`config.mk`:
```
export PLATFORM = sky130hd
export DESIGN_NAME = tlbpt_resolve
export DESIGN_NICKNAME = d
export VERILOG_FILES = /design/src/hdl/tlbpt_pkg.sv /design/src/hdl/tlbpt_resolve.sv
export SDC_FILE = /design/constraint.sdc
export NUM_CORES = 1
export LEC_CHECK = 0
export ABC_AREA = 1
export BUFFER_PORTS_ARGS = -buffer_cell sky130_fd_sc_hd__buf_2
export CAP_MARGIN = 15
export CORE_UTILIZATION = 31
export DETAILED_ROUTE_END_ITERATION = 16
export GPL_TIMING_DRIVEN = 0
export PLACE_DENSITY = 0.85
export SLEW_MARGIN = 0
export SYNTH_ARGS = -nofsm -noshare
export SYNTH_HDL_FRONTEND = slang
export SYNTH_SLANG_ARGS = --single-unit
```
`constraint.sdc`:
```
create_clock -name vclk -period 0.8
set_input_delay 0.04 -clock vclk [all_inputs]
set_output_delay 0.04 -clock vclk [all_outputs]
set_load 0.01 [all_outputs]
```
`src/hdl/tlbpt_pkg.sv`:
```
package tlbpt_pkg;

    // fixed field widths of the item ports
    localparam int VA_W   = 24;
    localparam int PHYS_W = 20;

    // controller states
    typedef enum logic [1:0] {
        S_CLEAR,
        S_IDLE,
        S_LOOKUP
    } t_state;

    // where the frame number of a result came from
    typedef enum logic [1:0] {
        SRC_TLB     = 2'd0,
        SRC_TABLE   = 2'd1,
        SRC_FAULT   = 2'd2,
        SRC_ILLEGAL = 2'd3
    } t_source;

    // decision of the resolve stage, consumed by the controller
    typedef struct packed {
        logic    tlb_we;
        logic    pt_we;
        t_source source;
    } t_update;

endpackage

```
`src/hdl/tlbpt_resolve.sv`:
```
module tlbpt_resolve #(
    parameter int TAG_W      = 5,
    parameter int FRAME_BITS = 11
) (
    input  logic                    i_illegal,
    input  logic [TAG_W-1:0]        i_tag,
    input  logic [FRAME_BITS-1:0]   i_fault_frame,
    input  logic                    i_tlb_valid,
    input  logic [TAG_W-1:0]        i_tlb_tag,
    input  logic [FRAME_BITS-1:0]   i_tlb_frame,
    input  logic                    i_pt_valid,
    input  logic [FRAME_BITS-1:0]   i_pt_frame,
    output logic [FRAME_BITS-1:0]   o_frame,
    output tlbpt_pkg::t_update      o_update
);

    import tlbpt_pkg::*;

    // illegal first, then tlb hit, then page table, then fault with the supplied frame
    always_comb begin
        o_frame         = '0;
        o_update.tlb_we = 1'b0;
        o_update.pt_we  = 1'b0;
        o_update.source = SRC_ILLEGAL;
        if (i_illegal) begin
            o_update.source = SRC_ILLEGAL;
        end else if (i_tlb_valid && (i_tlb_tag == i_tag)) begin
            o_frame         = i_tlb_frame;
            o_update.source = SRC_TLB;
        end else if (i_pt_valid) begin
            o_frame         = i_pt_frame;
            o_update.tlb_we = 1'b1;
            o_update.source = SRC_TABLE;
        end else begin
            o_frame         = i_fault_frame;
            o_update.tlb_we = 1'b1;
            o_update.pt_we  = 1'b1;
            o_update.source = SRC_FAULT;
        end
    end

endmodule
```
==> results.tsv <==
stage	metric	value	unit
global_routing	globalRouteMet1Util	0.213	
sta	rsz_0062_raised_after_global_routing	true	
global_routing	busiest_layer	met2	
finish	most-common-layout-cells	53 x sky130_fd_sc_hd__buf_2, 26 x sky130_fd_sc_hd__nand2_1, 18 x sky130_fd_sc_hd__nor2_2	
synth	synthDistinctLibCells	9	
critical_path	critPathArrivalTime	1.05	ns
sta	max-slew-margin-rel	0.864	
synth	synth_top_cells_by_area	sky130_fd_sc_hd__nand2_1 30%, sky130_fd_sc_hd__mux2i_1 23%, sky130_fd_sc_hd__nor2_1 20%	
synth	seq_area_frac_synth	0	
finish	count_of_antenna_diodes_in_the_layout	0	
critical_path	worst_setup_path_start_kind	primary input	
finish	seq_cells	0	
global_routing	grt_met2_usage	0.400	
sta	setup_viol	15	
sta	final-hold-violation-count	0	
synth	synth_top_area_cell	sky130_fd_sc_hd__nand2_1	
placement	postPlaceCellArea	821	um2
placement	routabilityCongestion	0.710	
route	drt-pass1-iter-count	4	
sta	finalCritPeriodShare	1.37	
pwr	max-vdd-ir-drop	0.260	mV
route	antenna_left	0	
synth	post-synth-top-area-fraction	0.301	
synth	synth.net_count	142	
synth	synth.cell_area	487	um2
finish	layout_clock_buffer_count	0	
floorplan	floorplan.die.height	41.6	um
global_routing	first_pass_grt_wire_length	2850	um
route	drt-initial-drc-count	7	
critical_path	cp-end-kind	output pin	
finish	postLayoutCellArea	993	um2
global_routing	antenna_found_initial	0	
route	via_count_normalized_by_instance_count	4.52	
placement	dpl.hpwl	1290	um
sta	max_clock_freq	916	MHz
finish	layout.cells.most_common	sky130_fd_sc_hd__buf_2	
critical_path	worst_ep_required_time	0.76	ns
flow_run	cap_viol_max_count	0	
critical_path	worstPathCellList	buf_6, nand2_2, nand2_2, nor2_2, nand3_4, buf_6, nand2_2, nand2_2, nor2_2, buf_2	
pwr	power.leakage	0.625	nW
critical_path	crit_top_cell	sky130_fd_sc_hd__nand2_2	
finish	regArea	0	um2
global_routing	grtUsageTotal	0.192	
sta	hold-worst-slack	0.334	ns
placement	numPlacedInstances	171	
finish	synthesis_to_layout_area_growth	104	%
critical_path	critPathSlowestCell	sky130_fd_sc_hd__buf_6	
sta	final_max_slew_viol_count	0	
floorplan	dieWidth	41.6	um
global_routing	overflow	0	
floorplan	starting_density_of_the_core	0.352	
route	drt-wirelength-per-cell	10.3	um
route	drc	0	
floorplan	io_pins	61	
route	routed_wl	1810	um
synth	cells_after_synth	96	
critical_path	setup.worst_path.class	primary input to output pin	
floorplan	rows	13	
finish	fill_cells	119	
floorplan	die-area	0.00173	mm2
finish	layout-drive-gt1-share	0.675	
finish	fin_cells	175	
synth	syn_avg_cell_area	5.07	um2
placement	buffer_ports.inserted	60	
worst_hold_path	class_of_the_most_critical_hold_timing_path	primary input to output pin	
sta	worstMarginPinSlew	0.199	ns
pwr	power_density	482	mW/mm2
synth	ys.warnings.count	0	
run_status	run_status	finished with violations	
finish	final_nets	208	
sta	postLayoutSetupSlackWorst	-0.292	ns
pwr	power	0.000479	W
critical_path	critical_path_peak_fanout	7	
route	vias	791	
critical_path	cp_slowest_stage_delay	0.17	ns
critical_path	crit_family	simple AND/OR/NAND/NOR gates	
critical_path	critical_path.n_buffers_inverters	3	
floorplan	coreArea	0.00138	mm2
sta	timing.final.crit_period	1.09	ns
run_status	violations	setup timing	
global_routing	largest_net_degree_at_the_start_of_global_routing	11	
global_routing	number_of_global_route_vias_before_repair	768	
global_routing	use_met3	0.00435	
## cells in the mapped netlist, drive strengths merged
cell / n
mux2i: 11
inv: 11
nor2: 29
clkbuf: 2
buf: 3
nand2: 39
nand3: 1
## layout make-up
class / instances / area, um2 / area share
timing repair buffer: 64 / 395 / 0.398
tap: 15 / 18.8 / 0.0189
multi-input combinational: 80 / 483 / 0.486
buffer: 5 / 55.1 / 0.0554
inverter: 11 / 41.3 / 0.0416
## path summary, 6_finish.rpt
| check | start | to | cells after the start |
|---|---|---|---|
| max | i_tlb_tag[3] | o_frame[3] | 10 |
| min | i_illegal | o_update[2] | 3 |
## through the flow
stage          worst slack (ns)   util  TNS (ns)
2_1_floorplan          -0.00297      -   -0.0178
3_3_place_gp             -0.245  0.594     -3.12
3_5_place_dp             -0.284  0.594     -3.65
4_1_cts                  -0.253  0.672     -3.49
5_1_grt                  -0.383  0.719     -5.10
6_report                 -0.292  0.719     -3.78
## report_power, final
part / switching [W] / total, W / internal (W)
Combinational: 0.000227 / 0.000479 / 0.000251
Sequential: 0 / 0 / 0
Clock: 0 / 0 / 0
Total: 0.000227 / 0.000479 / 0.000251
## cells by family (layout without fill, tap and decap cells)
| logic type | Yosys count | after routing | share of synthesized area |
|---|---|---|---|
| muxes | 11 | 11 | 0.226 |
| buffers and inverters | 16 | 80 | 0.198 |
| and+or+nand+nor | 69 | 69 | 0.576 |
## routing by layer
metal  wire, um  up-vias  share of wire
li1           -      415              -
met5          0        -              0
met4          0        0              0
met1        666      353           0.37
met2       1090       23           0.60
met3         51        0          0.028
## what timing repair did
action                                 in CTS  in global routing
setup endpoints to repair                  15                 15
resized for setup                          24                 21
gates cloned                                2                  0
pin swaps                                   7                 12
buffers inserted                            1                  1
hold buffers                                0                  0
endpoints found under the hold margin       0                  0
Power figures use the tool's default switching activity.
