[config.mk]
export PLATFORM = sky130hd
export DESIGN_NAME = tlbpt_ram
export DESIGN_NICKNAME = d
export VERILOG_FILES = /design/src/hdl/tlbpt_ram.sv
export SDC_FILE = /design/constraint.sdc
export NUM_CORES = 1
export LEC_CHECK = 0
export BUFFER_PORTS_ARGS = -buffer_cell sky130_fd_sc_hd__buf_4
export CAP_MARGIN = 40
export CORE_MARGIN = 1
export CORE_UTILIZATION = 45
export CTS_BUF_LIST = sky130_fd_sc_hd__clkbuf_4 sky130_fd_sc_hd__clkbuf_8
export CTS_CLUSTER_DIAMETER = 150
export DETAILED_ROUTE_END_ITERATION = 8
export GPL_TIMING_DRIVEN = 0
export HOLD_SLACK_MARGIN = 0.06
export SLEW_MARGIN = 10
export SYNTH_ARGS = -nofsm -noshare
export SYNTH_HDL_FRONTEND = slang
export SYNTH_SLANG_ARGS = --single-unit
[constraint.sdc]
create_clock -name i_clk -period 2.1 [get_ports i_clk]
set_input_delay 0.315 -clock i_clk [delete_from_list [all_inputs] [get_ports i_clk]]
set_output_delay 0.315 -clock i_clk [all_outputs]
set_load 0.01 [all_outputs]
[src/hdl/tlbpt_ram.sv]
module tlbpt_ram #(
    parameter int WIDTH = 8,
    parameter int DEPTH = 16
) (
    input  logic                     i_clk,
    input  logic                     i_wr_en,
    input  logic [$clog2(DEPTH)-1:0] i_wr_addr,
    input  logic [WIDTH-1:0]         i_wr_data,
    input  logic                     i_rd_en,
    input  logic [$clog2(DEPTH)-1:0] i_rd_addr,
    output logic [WIDTH-1:0]         o_rd_data
);

    logic [WIDTH-1:0] r_mem [DEPTH];
    logic [WIDTH-1:0] r_rd_data;

    // single write port
    always_ff @(posedge i_clk) begin
        if (i_wr_en) begin
            r_mem[i_wr_addr] <= i_wr_data;
        end
    end

    // registered read, holds when not enabled
    always_ff @(posedge i_clk) begin
        if (i_rd_en) begin
            r_rd_data <= r_mem[i_rd_addr];
        end
    end

    assign o_rd_data = r_rd_data;

endmodule

==> qor.txt, run 1 <==
Final min period - 1.631 ns
Hold Buf Count CTS - 0
Switch Pwr - 1.099 mW
Max Slew Vio Count - 0
Hpwl dp - 6.124 mm
Final worst clock skew - 0.008103 ns
PortBufs - 25
Crit. End Element - flop
CP cell instances - mux4_1 > a22oi_1 > nand2_1
Worst Path Buf+Inv - 0
Clock network power share - 39.5%
Initial antenna violation count - 0
Hold Vio Cnt, Final - 0
Seq pwr share - 55.0%
Area leader, netlist - edfxtp_1
Drt drc - 0
CP Class - reg -> reg
Final #Nets - 296
Outcome - completed
Synth top cells by count - edfxtp_1, mux4_2, a22oi_1
Routed len/inst - 22.36 microns
DIE WIDTH - 109.8 microns
Max Clock Freq - 0.6130 GHz
Clock-pin slew on the worst setup and hold paths - 0.07 ns
Sw Share - 19.69%
Hold slack - 0.1654 ns
Worst-case clock buffer depth - 2
Tcrit/Tclk final - 77.69%
Vias in the first global route - 2422
Post-DR vias/cell - 5.519
Placer Congestion - 0.6923
Worst path arrival time - 1.80 ns
CP max stage cell - mux4_1
RR Startpoint - r_mem[6][0]$_DFFE_PP_
Layout area overhead - 15.27%
Top cell type's share of synthesized area - 78.12%
Largest net degree at the start of global routing - 17
Setup bufs post-CTS - 0
CTS resizes - 0
Max Cap Viol - 0
Post-synth top flop - edfxtp_1
Die height - 109.8 microns
Initial core utilization - 47.19%
Ant diodes - 0
Setup ws final - 0.4686 ns
Layout cells sized above 1 - 29.66%
Placed insts - 398
Mapped Nets - 248
GRT Overall Usage - 18.46%
Critical Path Start Type - flop
Synth top area cells - edfxtp_1, mux4_2, mux4_1
Clock sinks - 136
CP Launch Point - r_mem[6][0]$_DFFE_PP_
CTS tree - done
Core area - 11080 sq um
Worst Tran Pin Value - 0.8170 ns
# setup viols final - 0
Finished Layout Cells - 430
Post-synth ARST share - 0%
Root Buffer - clkbuf_8
Row cnt - 38
Worst EP required - 2.27 ns
Avg Cell Area, Syn - 22.83 sq um
I/O pin cnt - 27
DR pass1 iterations - 4
Leakage - 2.009 nW
Synthesized instance count - 229
RSZ-0062 raised after global routing - false
Synth warn - 0
First-pass GRT wire length - 14.50 mm
Hold Path Origin - i_rd_en
Largest incremental delay on the critical path - 0.56 ns
Num CTS Buffers - 17
EDFF count, synth - 136
Sequential share of the synthesized area - 78.12%
Routed WL - 9.614 mm
Final ANT Viol Nets - 0
Synth cell types - 18
Max FO, Critical Path - 1
Slew margin rel. - 45.33%
H-tree Lvls - 4
Most used standard cell by instance count after synthesis - edfxtp_1
Synth Cell Area - 5228 sq um
Via Count - 2373
Post-Route Setup TNS - 0 ns
Worst VDD drop - 0.4695 mV
GR Overflow Total - 0
Post-Place Worst Slack - 0.08287 ns
DIE AREA - 12050 sq um
Register bit count reported by yosys - 136
Skew-Pair Late Insertion Delay - 0.43 ns
Top delay family on crit path - multiplexers
Cell Pwr Density - 926.0 nW/um^2
Hold Crit Class - in -> reg
Comb power frac - 5.5%
DRT iter0 DRCs - 139
Internal power - 4.481 mW
## logic make-up after synthesis
group | synth area share (%)
mux | 14.79
flops | 78.12
buf+inv | 1.651
simple gates | 3.136
compound gates | 2.298
## path summary, 6_finish.rpt
path                                          endpoint  slack [ns]  depth (start not counted)
worst min register to register  o_rd_data[2]$_DFFE_PP_        0.76                          3
worst max register to register  o_rd_data[0]$_DFFE_PP_        0.47                          3
worst max-delay path            o_rd_data[0]$_DFFE_PP_        0.47                          3
worst min-delay path            o_rd_data[0]$_DFFE_PP_        0.17                          1
## layout make-up
| cell class | count | area, sq um |
|---|---|---|
| clock buffers | 19 | 249.0 |
| well taps | 140 | 175.2 |
| multi-input cells | 83 | 1062 |
| clock inverters | 13 | 158.9 |
| fillers | 879 | 5052 |
| plain buffers | 10 | 86.33 |
| flip-flops and latches | 136 | 4084 |
| repair buffers | 29 | 210.2 |
## sequential cells by signal (all words and copies together) (netlist names)
| register | cells |
|---|---|
| o_rd_data | 8 |
| r_mem | 128 |
## power groups by stage
stage / clock, mW / combinational [mW] / sequential (mW)
floorplan: 0 / 0.154 / 3.13
global placement: 0 / 0.304 / 3.13
detailed placement: 0 / 0.313 / 3.13
CTS: 2.23 / 0.313 / 3.07
global route: 2.34 / 0.335 / 3.07
finish: 2.20 / 0.307 / 3.07
## per-stage QoR
stage,instance area [sq um],util (%),total power [mW]
floorplan,5228,-,3.288
global placement,5590,50.46,3.430
detailed placement,5618,50.71,3.441
CTS,6026,54.39,5.616
global route,6026,54.39,5.748
finish,6026,54.39,5.580
## worst register-to-register path, stage by stage, from the launching register on
cell and delay [ns]:
edfxtp_1 0.37, mux4_1 0.56, a22oi_1 0.31, nand2_1 0.13
## cells in the final DEF (no fill, tap or decap), types with 4 or more instances in the layout
cell       count
clkinv_1       5
nor2_1        13
bufinv_16      4
a22oi_1       16
clkbuf_8      17
buf_4         27
mux4_2        18
nand2_1        9
clkinv_2       4
mux4_1        14
edfxtp_1     136
buf_2          6
## routing by layer
| layer | share of wire (%) | global-route usage, % |
|---|---|---|
| met1 | 46 | 26.02 |
| met2 | 47 | 27.37 |
| met3 | 5.4 | 4.624 |
| met4 | 1.8 | 8.190 |
| met5 | 0 | 0 |
Power figures use the tool's default switching activity.
==> run 2: changes to the inputs <==
==> constraint.sdc (replaced) <==
create_clock -name i_clk -period 1.6 [get_ports i_clk]
set_input_delay 0.24 -clock i_clk [delete_from_list [all_inputs] [get_ports i_clk]]
set_output_delay 0.24 -clock i_clk [all_outputs]
set_load 0.01 [all_outputs]
==> qor.txt, run 2 (synthesis gave the netlist of run 1 again) <==
Worst Tran Pin Value - 0.8743 ns
CP cell instances - buf_4 > or3b_2 > nor2_1
Largest incremental delay on the critical path - 0.69 ns
PortBufs - 25
Top delay family on crit path - simple AND/OR/NAND/NOR gates
Root Buffer - clkbuf_8
Hold Path Origin - i_rd_en
Crit. End Element - flop
Final ANT Viol Nets - 0
Worst Path Buf+Inv - 1
DIE AREA - 12050 sq um
Placed insts - 396
Met3 WL - 492 microns
Tcrit/Tclk final - 97.39%
Cell Pwr Density - 1226 nW/um^2
FILL cells - 842
Met2 WL post-DR - 4.793 mm
Worst-case clock buffer depth - 2
Max Slew Vio Count - 0
Commonest non-fill, non-tap cells in the layout - edfxtp_1, buf_4, mux4_2, clkbuf_8, a22oi_1
CP max stage cell - nor2_1
Final worst clock skew - 0.01240 ns
Comb power frac - 5.5%
Fin util - 54.56%
Die height - 109.8 microns
Initial core utilization - 47.19%
Layout cells sized above 1 - 31.36%
Num CTS Buffers - 17
Clock sinks - 136
Sw Share - 20.21%
Via Count - 2376
Hold Vio Cnt, Final - 0
Multi-input combinational cell area - 1072 sq um
Outcome - completed
Ant diodes - 0
Worst reg2reg path endpoint - o_rd_data[0]$_DFFE_PP_
Core area - 11080 sq um
Layout area overhead - 15.63%
DR pass1 iterations - 5
Routed len/inst - 22.74 microns
Number of flip-flops in the largest register - 128
First-pass GRT wire length - 14.35 mm
Skew-Pair Late Insertion Delay - 0.41 ns
Hold Crit Class - in -> reg
R2r setup slk - 0.06 ns
DIE WIDTH - 109.8 microns
Leakage - 2.005 nW
Final #Nets - 294
GRT Overall Usage - 17.88%
Max FO, Critical Path - 8
Worst path arrival time - 1.59 ns
I/O pin cnt - 27
Hpwl dp - 6.325 mm
RR Startpoint - r_mem[1][0]$_DFFE_PP_
H-tree Lvls - 4
Worst EP required - 1.63 ns
Commonest non-fill, non-tap cell in the layout - edfxtp_1
Switch Pwr - 1.498 mW
Setup bufs post-CTS - 0
Drt drc - 0
RSZ-0062 raised after global routing - false
Clock network power share - 40.2%
FF-to-FF path depth - 3
Hold Buf Count CTS - 0
FF+latch area - 4084 sq um
Clock-pin slew on the worst setup and hold paths - 0.08 ns
Routed WL - 9.712 mm
Worst hold endpoint - o_rd_data[5]$_DFFE_PP_
Reg with most FFs - r_mem
Post-DR vias/cell - 5.564
DRT iter0 DRCs - 153
Critical Path Start Type - input pin
GR Overflow Total - 0
Max Clock Freq - 0.6417 GHz
M1 WL - 4.328 mm
Largest net degree at the start of global routing - 17
Finished Layout Cells - 427
Hold path depth - 1
Slew margin rel. - 41.50%
Final min period - 1.558 ns
Internal power - 5.913 mW
Top Layer Used - met4
Seq pwr share - 54.3%
Initial antenna violation count - 0
Row cnt - 38
CP Class - in -> reg
Hold slack - 0.1014 ns
# setup viols final - 0
Max Cap Viol - 0
Vias in the first global route - 2474
Placer Congestion - 0.7203
CTS tree - done
Worst VDD drop - 0.4860 mV
## run 2: cell count changes in the layout (fill, tap and decap cells not counted), sizes merged
cell | previous run | this run
buf | 36 | 34
clkinv | 9 | 7
clkinvlp | 0 | 1
## run 2: how the worst max path moves through the flow
stage / startpoint / to / slack, ns / depth (start not counted)
2_1_floorplan: i_rd_addr[0] / o_rd_data[1]$_DFFE_PP_ / 0.08 / 5
6_report: i_wr_addr[2] / r_mem[2][5]$_DFFE_PP_ / 0.04 / 3
3_3_place_gp: i_wr_addr[2] / r_mem[8][2]$_DFFE_PP_ / -0.52 / 3
5_1_grt: r_mem[1][3]$_DFFE_PP_ / o_rd_data[3]$_DFFE_PP_ / 0.03 / 3
3_5_place_dp: i_wr_addr[2] / r_mem[2][3]$_DFFE_PP_ / -0.35 / 3
4_1_cts: r_mem[1][0]$_DFFE_PP_ / o_rd_data[0]$_DFFE_PP_ / 0.07 / 3
## run 2: through the flow
stage	instance area (sq um)	setup TNS, ns	power, mW	setup WS [ns]
6_report	6045	0	7.410	0.04173
3_5_place_dp	5613	-15.72	4.519	-0.3476
5_1_grt	6045	0	7.650	0.02771
3_3_place_gp	5595	-23.17	4.500	-0.5152
4_1_cts	6045	0	7.463	0.07250
2_1_floorplan	5233	0	4.315	0.07759
## run 2: repair_timing
| item | 4_1_cts | 5_1_grt |
|---|---|---|
| hold endpoints to repair | 0 | 0 |
| setup endpoints to repair | 1 | 0 |
| gates resized for setup | 1 | 0 |
## run 2: final cells by class
class                           count  area share [%]
Buffer                             10           1.428
Tap cell                          140           2.898
Sequential cell                   136           67.56
Clock buffer                       19           4.119
Multi-Input combinational cell     83           17.74
Timing Repair Buffer               27           3.312
Clock inverter                     12           2.939
## run 2: routing by layer
layer / vias up / GRT usage [%]
met5: - / 0
met3: 6 / 4.446
met2: 75 / 27.90
li1: 1076 / -
met4: 0 / 6.000
met1: 1219 / 24.78
## run 2: worst reg2reg max path, stage by stage (launching register included)
cell	delay, ns
edfxtp_1	0.37
mux4_1	0.52
a22oi_2	0.29
nand2_1	0.12
## run 2: power by group through the flow
stage | logic (mW) | registers [mW] | clock network, mW
floorplan | 0.203 | 4.11 | 0
global placement | 0.399 | 4.10 | 0
detailed placement | 0.412 | 4.11 | 0
CTS | 0.414 | 4.03 | 3.02
global route | 0.439 | 4.03 | 3.18
finish | 0.408 | 4.03 | 2.98
==> run 3: changes to the inputs <==
--- a/config.mk
+++ b/config.mk
@@ -12,7 +12,7 @@
 export CTS_BUF_LIST = sky130_fd_sc_hd__clkbuf_4 sky130_fd_sc_hd__clkbuf_8
 export CTS_CLUSTER_DIAMETER = 150
 export DETAILED_ROUTE_END_ITERATION = 8
-export GPL_TIMING_DRIVEN = 0
+export GPL_TIMING_DRIVEN = 1
 export HOLD_SLACK_MARGIN = 0.06
 export SLEW_MARGIN = 10
 export SYNTH_ARGS = -nofsm -noshare
==> qor.txt, run 3 (synthesis gave the netlist of run 1 again) <==
Outcome - completed
I/O pin cnt - 27
Drt drc - 0
Layout cells sized above 1 - 34.11%
Worst Tran Pin Value - 0.7460 ns
H-tree Lvls - 4
Cell Pwr Density - 1181 nW/um^2
Hold Crit Class - in -> reg
Root Buffer - clkbuf_8
Hold Buf Count CTS - 0
Final #Nets - 308
Die height - 109.8 microns
Initial core utilization - 47.19%
CTS tree - done
Number of flip-flops in the largest register - 128
FILL cells - 844
Critical Path Start Type - flop
RR Startpoint - r_mem[1][1]$_DFFE_PP_
Layout area overhead - 18.24%
Worst-case clock buffer depth - 2
Worst EP required - 1.78 ns
Final non-filler cell area - 6181 sq um
Fin util - 55.79%
Num CTS Buffers - 17
Setup bufs post-CTS - 0
Via Count - 2437
Vias in the first global route - 2465
Core area - 11080 sq um
Final ANT Viol Nets - 0
CP Class - reg -> reg
Max FO, Critical Path - 1
GRT Overall Usage - 18.69%
Initial antenna violation count - 0
Slew margin rel. - 50.16%
Worst VDD drop - 0.6706 mV
Clock sinks - 136
Skew-Pair Late Insertion Delay - 0.43 ns
Routed len/inst - 22.26 microns
Final min period - 1.503 ns
R2r setup slk - 0.1 ns
Placer Congestion - 0.7126
Leakage - 2.074 nW
Commonest non-fill, non-tap cells in the layout - edfxtp_1, buf_4, mux4_2, clkbuf_8, a22oi_1
Max Slew Vio Count - 0
CP max stage cell - mux4_1
FF-to-FF path depth - 3
DIE AREA - 12050 sq um
Post-DR vias/cell - 5.514
Hold Vio Cnt, Final - 0
Multi-input combinational cell area - 1062 sq um
RSZ-0062 raised after global routing - false
Final worst clock skew - 0.009161 ns
Row cnt - 38
DRT iter0 DRCs - 131
Max Clock Freq - 0.6653 GHz
Reg with most FFs - r_mem
Crit. End Element - flop
Clock-pin slew on the worst setup and hold paths - 0.07 ns
Critical Path Sink - o_rd_data[1]$_DFFE_PP_
GR Overflow Total - 0
Tcrit/Tclk final - 93.94%
CTS resizes - 0
Largest incremental delay on the critical path - 0.52 ns
CP cell instances - mux4_1 > a22oi_1 > nand2_1
DR pass1 iterations - 4
Commonest non-fill, non-tap cell in the layout - edfxtp_1
First-pass GRT wire length - 14.81 mm
Worst path arrival time - 1.68 ns
Power Total - 7.299 mW
FF+latch area - 4084 sq um
Hpwl dp - 6.407 mm
Largest net degree at the start of global routing - 17
Routed WL - 9.837 mm
DIE WIDTH - 109.8 microns
CP Launch Point - r_mem[1][1]$_DFFE_PP_
Ant diodes - 0
Max Cap Viol - 0
PortBufs - 26
# setup viols final - 0
Worst reg2reg path endpoint - o_rd_data[1]$_DFFE_PP_
Placed cell area - 5767 sq um
run 3: changes by cell type in the layout (fill, tap and decap cells not counted), sizes merged:
cell	change
clkbuf	-2
clkdlybuf4s25	-3
clkinvlp	+5
buf	+17
clkinv	-1
bufinv	-1
run 3: routing by layer:
metal  GRT usage (%)  vias to the layer above  part of all wire [%]
li1                -                     1097                     -
met1           25.61                     1265                    45
met2           28.39                       63                    49
met3           5.572                       12                   5.0
met4           7.143                        0                   1.2
met5               0                        -                     0
run 3: worst min path at each step:
| stage | startpoint | end | slack, ns | cells after the start |
|---|---|---|---|---|
| 2_1_floorplan | i_wr_data[0] | r_mem[0][0]$_DFFE_PP_ | 0.34 | 0 |
| 3_3_place_gp | i_wr_data[0] | r_mem[14][0]$_DFFE_PP_ | 0.55 | 1 |
| 3_5_place_dp | i_wr_data[0] | r_mem[12][0]$_DFFE_PP_ | 0.56 | 1 |
| 4_1_cts | i_wr_data[0] | r_mem[12][0]$_DFFE_PP_ | 0.09 | 1 |
| 5_1_grt | i_wr_data[0] | r_mem[12][0]$_DFFE_PP_ | 0.09 | 1 |
| 6_report | i_wr_data[0] | r_mem[12][0]$_DFFE_PP_ | 0.11 | 1 |
run 3: final cells by class:
type / instances / share of cell area [%]
well taps: 140 / 2.834
flip-flops and latches: 136 / 66.07
repair buffers: 51 / 7.206
multi-input cells: 83 / 17.19
clock inverters: 15 / 2.915
clock buffers: 17 / 3.785
run 3: power by group:
part / total (mW) / leakage (nW) / switching, mW / internal (mW)
Sequential: 4.03 / 1.24 / 0.0220 / 4.01
Combinational: 0.414 / 0.648 / 0.215 / 0.199
Clock: 2.85 / 0.190 / 1.31 / 1.54
run 3: critical path: cells and delay by family, from the launching register on:
family	cells	cell delay, ns
AND/OR/NAND/NOR	1	0.09
AO/OA/AOI/OAI	1	0.28
flip-flops	1	0.36
multiplexers	1	0.52
run 3: stage by stage:
stage	hold slack, ns	setup TNS [ns]	setup WS, ns	cells
after floorplan	0.3389	0	0.07759	229
after global placement	0.5471	-0.8662	-0.1889	410
after detailed placement	0.5650	-0.8831	-0.1817	410
after CTS	0.09142	0	0.07852	442
after global routing	0.09235	0	0.005704	442
final	0.1124	0	0.09694	442
